**config.mk**
```make
export PLATFORM = sky130hd
export DESIGN_NAME = vector_tile_issue_scoreboard
export DESIGN_NICKNAME = d
export VERILOG_FILES = /design/src/rtl/core/vtis_pkg.sv /design/src/rtl/core/vector_tile_issue_scoreboard.sv
export SDC_FILE = /design/constraint.sdc
export NUM_CORES = 1
export LEC_CHECK = 0
export ABC_AREA = 1
export BUFFER_PORTS_ARGS = -buffer_cell sky130_fd_sc_hd__buf_2
export CAP_MARGIN = 20
export CORE_ASPECT_RATIO = 1.4
export CORE_MARGIN = 4
export CORE_UTILIZATION = 30
export CTS_BUF_LIST = sky130_fd_sc_hd__clkbuf_4 sky130_fd_sc_hd__clkbuf_8
export DETAILED_ROUTE_END_ITERATION = 10
export SLEW_MARGIN = 20
export SYNTH_ARGS = -nofsm -noshare
export SYNTH_HDL_FRONTEND = slang
export SYNTH_SLANG_ARGS = --single-unit
```
**constraint.sdc**
```tcl
create_clock -name clk_i -period 2.36 [get_ports clk_i]
set_input_delay 0.118 -clock clk_i [delete_from_list [all_inputs] [get_ports clk_i]]
set_output_delay 0.118 -clock clk_i [all_outputs]
set_load 0.01 [all_outputs]
```
**src/rtl/core/vtis_pkg.sv**
```systemverilog
// ----------------------------------------------------------------------------
// vtis_pkg
// Shared types and constants for the vector tile issue scoreboard.
// ----------------------------------------------------------------------------
package vtis_pkg;

  localparam int unsigned NumSlots  = 9;
  localparam int unsigned SlotW     = 4;
  localparam int unsigned KindW     = 3;
  localparam int unsigned ProgW     = 2;
  localparam int unsigned KernelLo  = 4;
  localparam int unsigned KernelHi  = 7;
  localparam int unsigned OutSlot   = 8;

  typedef enum logic [KindW-1:0] {
    KIND_VLOAD   = 3'd0,
    KIND_MUL02   = 3'd1,
    KIND_MUL31   = 3'd2,
    KIND_MUL1221 = 3'd3,
    KIND_ADD012  = 3'd4,
    KIND_ADD321  = 3'd5,
    KIND_OACC    = 3'd6,
    KIND_VSTORE  = 3'd7
  } kind_e;

  typedef enum logic {
    MODE_CHECK = 1'b0,
    MODE_DONE  = 1'b1
  } mode_e;

  localparam logic [ProgW-1:0] ProgEmpty  = 2'd0;
  localparam logic [ProgW-1:0] ProgLoaded = 2'd1;
  localparam logic [ProgW-1:0] ProgMul    = 2'd2;
  localparam logic [ProgW-1:0] ProgAdd    = 2'd3;

endpackage

```
**src/rtl/core/vector_tile_issue_scoreboard.sv**
```systemverilog
// ----------------------------------------------------------------------------
// vector_tile_issue_scoreboard
// Issue scoreboard: per-slot progress, per-kind and per-load-slot busy flags.
// ----------------------------------------------------------------------------
// One transaction is accepted every cycle unless in_stall_o holds it off.
// Its answer is valid on the result port once it has passed the input and
// result registers, or later while a stalled result holds the result register.
// The item is captured in the input register, then checked and applied to the
// scoreboard state as it advances into the result register. Back-to-back items
// always see the state left by the previous item, since state and result
// register update at the same edge. Done items always answer grant = 0.
module vector_tile_issue_scoreboard (
  input  logic                       clk_i,
  input  logic                       rst_ni,
  input  logic                       in_valid_i,
  output logic                       in_stall_o,
  input  logic                       mode_i,
  input  logic [vtis_pkg::KindW-1:0] kind_i,
  input  logic [vtis_pkg::SlotW-1:0] dest_slot_i,
  output logic                       out_valid_o,
  input  logic                       out_stall_i,
  output logic                       grant_o
);

  logic                       in_vld_q;
  vtis_pkg::mode_e            mode_q;
  vtis_pkg::kind_e            kind_q;
  logic [vtis_pkg::SlotW-1:0] dest_q;
  logic                       out_vld_q;
  logic                       grant_q, grant_d;

  logic [vtis_pkg::ProgW-1:0] prog_q [vtis_pkg::NumSlots];
  logic [vtis_pkg::ProgW-1:0] prog_d [vtis_pkg::NumSlots];
  logic [7:1]                 kind_busy_q, kind_busy_d;
  logic [vtis_pkg::NumSlots-1:0] load_busy_q, load_busy_d;

  logic advance, in_acc;
  logic kernel_busy, dest_ok, dest_kernel, ok;

  assign advance    = in_vld_q && (!out_vld_q || !out_stall_i);
  assign in_stall_o = in_vld_q && !advance;
  assign in_acc     = in_valid_i && !in_stall_o;

  assign kernel_busy = |load_busy_q[vtis_pkg::KernelHi:vtis_pkg::KernelLo];
  assign dest_ok     = dest_q < vtis_pkg::SlotW'(vtis_pkg::NumSlots);
  assign dest_kernel = (dest_q >= vtis_pkg::SlotW'(vtis_pkg::KernelLo)) &&
                       (dest_q <= vtis_pkg::SlotW'(vtis_pkg::KernelHi));

  always_comb begin
    ok = 1'b0;
    unique case (kind_q)
      vtis_pkg::KIND_VLOAD: begin
        if (dest_ok) begin
          ok = !load_busy_q[dest_q] && (prog_q[dest_q] == vtis_pkg::ProgEmpty) &&
               (dest_kernel ? !kind_busy_q[vtis_pkg::KIND_VSTORE] : !kernel_busy);
        end
      end
      vtis_pkg::KIND_MUL02:
        ok = (prog_q[0] == vtis_pkg::ProgLoaded) && (prog_q[2] == vtis_pkg::ProgLoaded);
      vtis_pkg::KIND_MUL31:
        ok = (prog_q[3] == vtis_pkg::ProgLoaded) && (prog_q[1] == vtis_pkg::ProgLoaded);
      vtis_pkg::KIND_MUL1221:
        ok = (prog_q[1] == vtis_pkg::ProgLoaded) && (prog_q[2] == vtis_pkg::ProgLoaded);
      vtis_pkg::KIND_ADD012:
        ok = (prog_q[0] == vtis_pkg::ProgMul) && (prog_q[1] == vtis_pkg::ProgMul) &&
             (prog_q[2] == vtis_pkg::ProgMul);
      vtis_pkg::KIND_ADD321:
        ok = (prog_q[3] == vtis_pkg::ProgMul) && (prog_q[2] == vtis_pkg::ProgMul) &&
             (prog_q[1] == vtis_pkg::ProgMul);
      vtis_pkg::KIND_OACC:
        ok = (prog_q[0] == vtis_pkg::ProgAdd) && (prog_q[3] == vtis_pkg::ProgAdd) &&
             (prog_q[vtis_pkg::OutSlot] == vtis_pkg::ProgLoaded);
      vtis_pkg::KIND_VSTORE:
        ok = (prog_q[vtis_pkg::OutSlot] == vtis_pkg::ProgMul);
      default: ok = 1'b0;
    endcase
    if (kind_q != vtis_pkg::KIND_VLOAD) begin
      ok = ok && !kind_busy_q[kind_q] && !kernel_busy;
    end
  end

  always_comb begin
    prog_d      = prog_q;
    kind_busy_d = kind_busy_q;
    load_busy_d = load_busy_q;
    grant_d     = 1'b0;
    if (mode_q == vtis_pkg::MODE_CHECK) begin
      grant_d = ok;
      if (ok) begin
        if (kind_q == vtis_pkg::KIND_VLOAD) load_busy_d[dest_q] = 1'b1;
        else kind_busy_d[kind_q] = 1'b1;
      end
    end else begin
      unique case (kind_q)
        vtis_pkg::KIND_VLOAD: begin
          if (dest_ok) begin
            load_busy_d[dest_q] = 1'b0;
            prog_d[dest_q]      = vtis_pkg::ProgLoaded;
          end
        end
        vtis_pkg::KIND_MUL02:   prog_d[0] = vtis_pkg::ProgMul;
        vtis_pkg::KIND_MUL31:   prog_d[3] = vtis_pkg::ProgMul;
        vtis_pkg::KIND_MUL1221: begin
          prog_d[1] = vtis_pkg::ProgMul;
          prog_d[2] = vtis_pkg::ProgMul;
        end
        vtis_pkg::KIND_ADD012:  prog_d[0] = vtis_pkg::ProgAdd;
        vtis_pkg::KIND_ADD321:  prog_d[3] = vtis_pkg::ProgAdd;
        vtis_pkg::KIND_OACC: begin
          for (int s = 0; s < 4; s++) prog_d[s] = vtis_pkg::ProgEmpty;
          prog_d[vtis_pkg::OutSlot] = vtis_pkg::ProgMul;
        end
        vtis_pkg::KIND_VSTORE:  prog_d[vtis_pkg::OutSlot] = vtis_pkg::ProgEmpty;
        default: ;
      endcase
      if (kind_q != vtis_pkg::KIND_VLOAD) kind_busy_d[kind_q] = 1'b0;
    end
  end

  always_ff @(posedge clk_i or negedge rst_ni) begin
    if (!rst_ni) begin
      in_vld_q    <= 1'b0;
      out_vld_q   <= 1'b0;
      kind_busy_q <= '0;
      load_busy_q <= '0;
      for (int s = 0; s < vtis_pkg::NumSlots; s++) prog_q[s] <= vtis_pkg::ProgEmpty;
    end else begin
      if (in_acc) in_vld_q <= 1'b1;
      else if (advance) in_vld_q <= 1'b0;
      if (advance) out_vld_q <= 1'b1;
      else if (!out_stall_i) out_vld_q <= 1'b0;
      if (advance) begin
        prog_q      <= prog_d;
        kind_busy_q <= kind_busy_d;
        load_busy_q <= load_busy_d;
      end
    end
  end

  always_ff @(posedge clk_i) begin
    if (in_acc) begin
      mode_q <= vtis_pkg::mode_e'(mode_i);
      kind_q <= vtis_pkg::kind_e'(kind_i);
      dest_q <= dest_slot_i;
    end
    if (advance) grant_q <= grant_d;
  end

  assign out_valid_o = out_vld_q;
  assign grant_o     = grant_q;

endmodule

```
**After elaboration in Yosys (flattened, before gate mapping)**

Index checks and enable logic that the tools add are counted.

- Input bits: 12
- Word-level logic and storage cells: 141
- Register bits after elaboration: 45

- Bitwise gates (word level): 10
- $lt $le $gt $ge: 9
- Mux-type cells: 35
- Reduce and logical (&&, ||, !) cells: 46
- Equality and inequality tests: 24

Operator list:

| operator | count |
|---|---|
| 9-bit 2-to-1 mux | 5 |
| 7-bit 2-to-1 mux | 4 |
| 4-bit AND reduction | 7 |
| 1-bit logical AND | 20 |
| 9-bit AND | 2 |
| 18-bit 2-to-1 mux | 1 |
| 9-bit NOT | 2 |
| 9-bit bitwise OR | 2 |
| 2-bit one-hot mux with 4 select lines | 2 |
| 2-bit == test (second input constant) | 7 |
| 3-bit == test (second input constant) | 4 |
| 4-bit one-hot mux with 3 select lines | 1 |
| 1-bit 2-to-1 mux | 11 |
| 2-bit by 1-bit == test with 1-bit output (second input constant) | 5 |
| 3-bit nonzero test | 3 |
| 2-bit binary-select mux with 4-bit select | 1 |
| 2-bit demux with 4-bit select | 1 |
| 1-bit zero test | 8 |
| 1-bit one-hot mux with 8 select lines | 1 |
| 4-bit nonzero test | 2 |
| 7-bit AND | 1 |
| 7-bit NOT | 1 |
| 7-bit bitwise OR | 1 |
| 3-bit by 2-bit == test with 1-bit output (second input constant) | 2 |
| other kinds (24) | 30 |

**Longest topological paths before layout**

- Depth after elaboration: 14
- Gate-level depth with buffers: 16
- Mapped depth without buffers: 15

**Worst setup path after synthesis**

OpenSTA, ideal clock, no wires.

- Kind: reg2reg
- Start: reg dest_q[0] (netlist bit)
- End: reg with a tool-made name
- Required time: 2.247 ns
- Slack: 0.670 ns
- Path buffers: 1
- Period minus slack after synthesis: 1.690 ns
- Arrival time: 1.576 ns
- Stages on the path, launching flop included: 16
- Path through: edfxtp_1 -> nor2_2 -> nand2_2 -> nor2_1 -> nand2_1 -> nand2_1 -> nor2_1 -> nand3_1 -> nand2_1 -> nand2_2 -> nand2_4 -> buf_12 -> nand3_1 -> nand2_1 -> nand2_1 -> inv_1

RTL lines:

| element | RTL line | text |
|---|---|---|
| start, declared | vector_tile_issue_scoreboard.sv:28 | `logic [vtis_pkg::SlotW-1:0] dest_q;` |
| start signal, assigned | vector_tile_issue_scoreboard.sv:144 | `dest_q <= dest_slot_i;` |

==> flow_summary.json <==
{
  "status": "completed",
  "clock-sinks": 45,
  "cp-end-kind": "flop",
  "drive_gt1_share_pct": 10.4,
  "die_area_um2": 9860,
  "viasPerCell": 4.59,
  "fin_crit_ns": 2.07,
  "rsz0062_at_grt": "false",
  "max_stage_delay_ns": 0.50,
  "post_cts_buffers": 0,
  "area_growth_pct": 14.0,
  "syn_avg_cell_area_um2": 7.36,
  "rows": 39,
  "drv_slew": 0,
  "totalWireLength_um": 5830,
  "critPathMostFrequentCell": "nand2_1",
  "synthDistinctLibCells": 29,
  "io_pins": 15,
  "critPathRequiredTime_ns": 2.54,
  "place.gp.congestion": 0.858,
  "worstMarginPinSlew_ns": 0.812,
  "synthFlopType": "dfrtp_1",
  "htree_levels": 2,
  "final_nets": 378,
  "ctsRootBufferMaster": "clkbuf_8",
  "cts_tree": "done",
  "path_cells": "inv_2 > nand2_1 > nor2_1 > nand2_1 > nor2_1 > nand3_1 > nand2_1 > nand2_2 > nand2_4 > nand3_1 > nand2_1 > o21ai_1",
  "max_slew_margin_pct": 45.9,
  "synth.area.top_cells": "dfrtp_1 36%, nand2_1 12%, edfxtp_1 11%, inv_1 10%, nand3_1 6.6%",
  "synth_top_area_cell": "dfrtp_1",
  "async_reset_ff_share_pct": 80.0,
  "firstDrtPassIters": 4,
  "die-width_um": 85.1,
  "drtIter0Drc": 127,
  "yosys_warnings": 0,
  "critical_path_buf_inv_count": 1,
  "finalSetupViolations": 0,
  "path_clk_slew_ns": 0.10,
  "start_util_pct": 30.6,
  "yosysTopAreaCellShare_pct": 36.1,
  "ys_ff_latch": 45,
  "syn-instance-count": 339,
  "yosysMostFrequentCell": "nand2_1",
  "route.detailed.drc": 0,
  "cts_resized": 0,
  "p_leak_nw": 1.36,
  "numCtsBuffers": 5,
  "fin_hold_ws_ns": 0.0211,
  "path_class": "flop to flop",
  "grt_max_degree": 37,
  "fin_tns_setup_ns": 0,
  "core-area_um2": 8150,
  "grt_usage_pct": 12.8,
  "critPathMaxFanout": 25,
  "postSynthNetCount": 351,
  "max_freq_ghz": 0.482,
  "path_delay_family": "simple AND/OR/NAND/NOR gates",
  "crit_path_start_kind": "flop",
  "p_per_area_nw_per_um2": 686,
  "finalHoldViolCount": 0,
  "clock_latency_ns": 0.31,
  "min_path_type": "input port to flop",
  "syn_area_um2": 2500,
  "timing.final.crit_share_pct": 87.9,
  "n_antenna_cell": 0,
  "synthTopCellsByCount": "83 x nand2_1, 67 x inv_1, 40 x nor2_1",
  "cp.arrival_ns": 2.25,
  "grt_pass1_wl_um": 10100,
  "grt_pass1_vias": 2207,
  "vias": 2155,
  "antenna_found_initial": 0,
  "routedWlPerCell_um": 12.4,
  "dp_hpwl_um": 4430,
  "maxCapViolations": 0,
  "ys_seq_area_share_pct": 46.9,
  "ant_nets": 0,
  "critPathSlowestCell": "edfxtp_1",
  "vdd_drop_max_mv": 0.440,
  "cts_buffer_depth": 2,
  "synth-edff-count": 9,
  "grt_overflow": 0,
  "die_h_um": 116,
  "skew_ns": 0.0121,
  "fillers": 870,
  "hold_buffers": 9,
  "portBuffers": 14
}
tightest hold or removal path: stages:
cell     delay (ns)
buf_2          0.08
nand2_1        0.06
nand2_1        0.05
routing by layer:
layer	part of all wire, %	track usage, %
met5	0	0
met1	44	14.6
met2	52	24.3
met4	1.9	3.91
met3	2.5	1.78
report_power, final:
part | internal [mW] | switching, mW
logic | 0.152 | 0.270
clock network | 0.216 | 0.287
registers | 0.926 | 0.103
final cells by class:
cell class	instances	area, um2	share of cell area, %
clock buffers	5	68.8	2.42
clock inverters	3	26.3	0.923
inverters	69	259	9.10
multi-input cells	219	1010	35.5
flip-flops and latches	45	1170	41.1
well taps	102	128	4.48
repair buffers	26	183	6.42
cells by family after synthesis:
group	share of synthesized area, %
DFF	46.9
buffers and inverters	12.6
and+or+nand+nor	31.6
AOI/OAI and AO/OA	8.87
final timing paths:
kind	start	to	slack (ns)	cells past startpoint
worst max-delay path	kind_q[0]	flop	0.29	12
worst min-delay path	in_valid_i	in_vld_q	0.02	3
worst max register to register	kind_q[0]	flop	0.29	12
worst min register to register	prog_q[2]	prog_q[2]	0.46	2
max in group asynchronous	rst_ni	prog_q[9]	1.41	2
min in group asynchronous	rst_ni	asynchronous set/reset pin	0.43	2
layout by cell type, fill, tap and decap left out:
| master | netlist | layout |
|---|---|---|
| a21o_1 | 1 | 1 |
| a21oi_1 | 12 | 12 |
| a21oi_2 | 4 | 4 |
| a32oi_1 | 1 | 1 |
| buf_2 | 1 | 14 |
| buf_4 | 2 | 3 |
| clkbuf_8 | 0 | 5 |
| clkinv_1 | 1 | 1 |
| clkinv_4 | 0 | 2 |
| dfrtp_1 | 36 | 36 |
| dlygate4sd3_1 | 0 | 9 |
| edfxtp_1 | 9 | 9 |
| inv_1 | 67 | 67 |
| inv_2 | 1 | 1 |
| inv_6 | 0 | 1 |
| nand2_1 | 83 | 83 |
| nand2_2 | 3 | 3 |
| nand2_4 | 1 | 1 |
| nand3_1 | 33 | 33 |
| nand4_1 | 13 | 13 |
| nor2_1 | 40 | 40 |
| nor2_2 | 4 | 4 |
| nor3_1 | 4 | 4 |
| nor4_1 | 1 | 1 |
| o2111ai_1 | 1 | 1 |
| o211ai_1 | 2 | 2 |
| o21ai_0 | 6 | 6 |
| o21ai_1 | 7 | 7 |
| o22ai_1 | 1 | 1 |
| o31ai_1 | 2 | 2 |
per-stage QoR:
step           instance area (um2)  std cells  utilization [%]  setup slack [ns]  power, mW
6_report                      2850        469             34.9             0.285       1.95
5_1_grt                       2850        469             34.9            0.0597       2.07
4_1_cts                       2850        469             34.9             0.297       1.97
3_5_place_dp                  2660        452             32.7             0.314       1.45
3_3_place_gp                  2660        452             32.7             0.351       1.44
2_1_floorplan                 2500        339                -             0.670       1.32
Power figures use the tool's default switching activity.
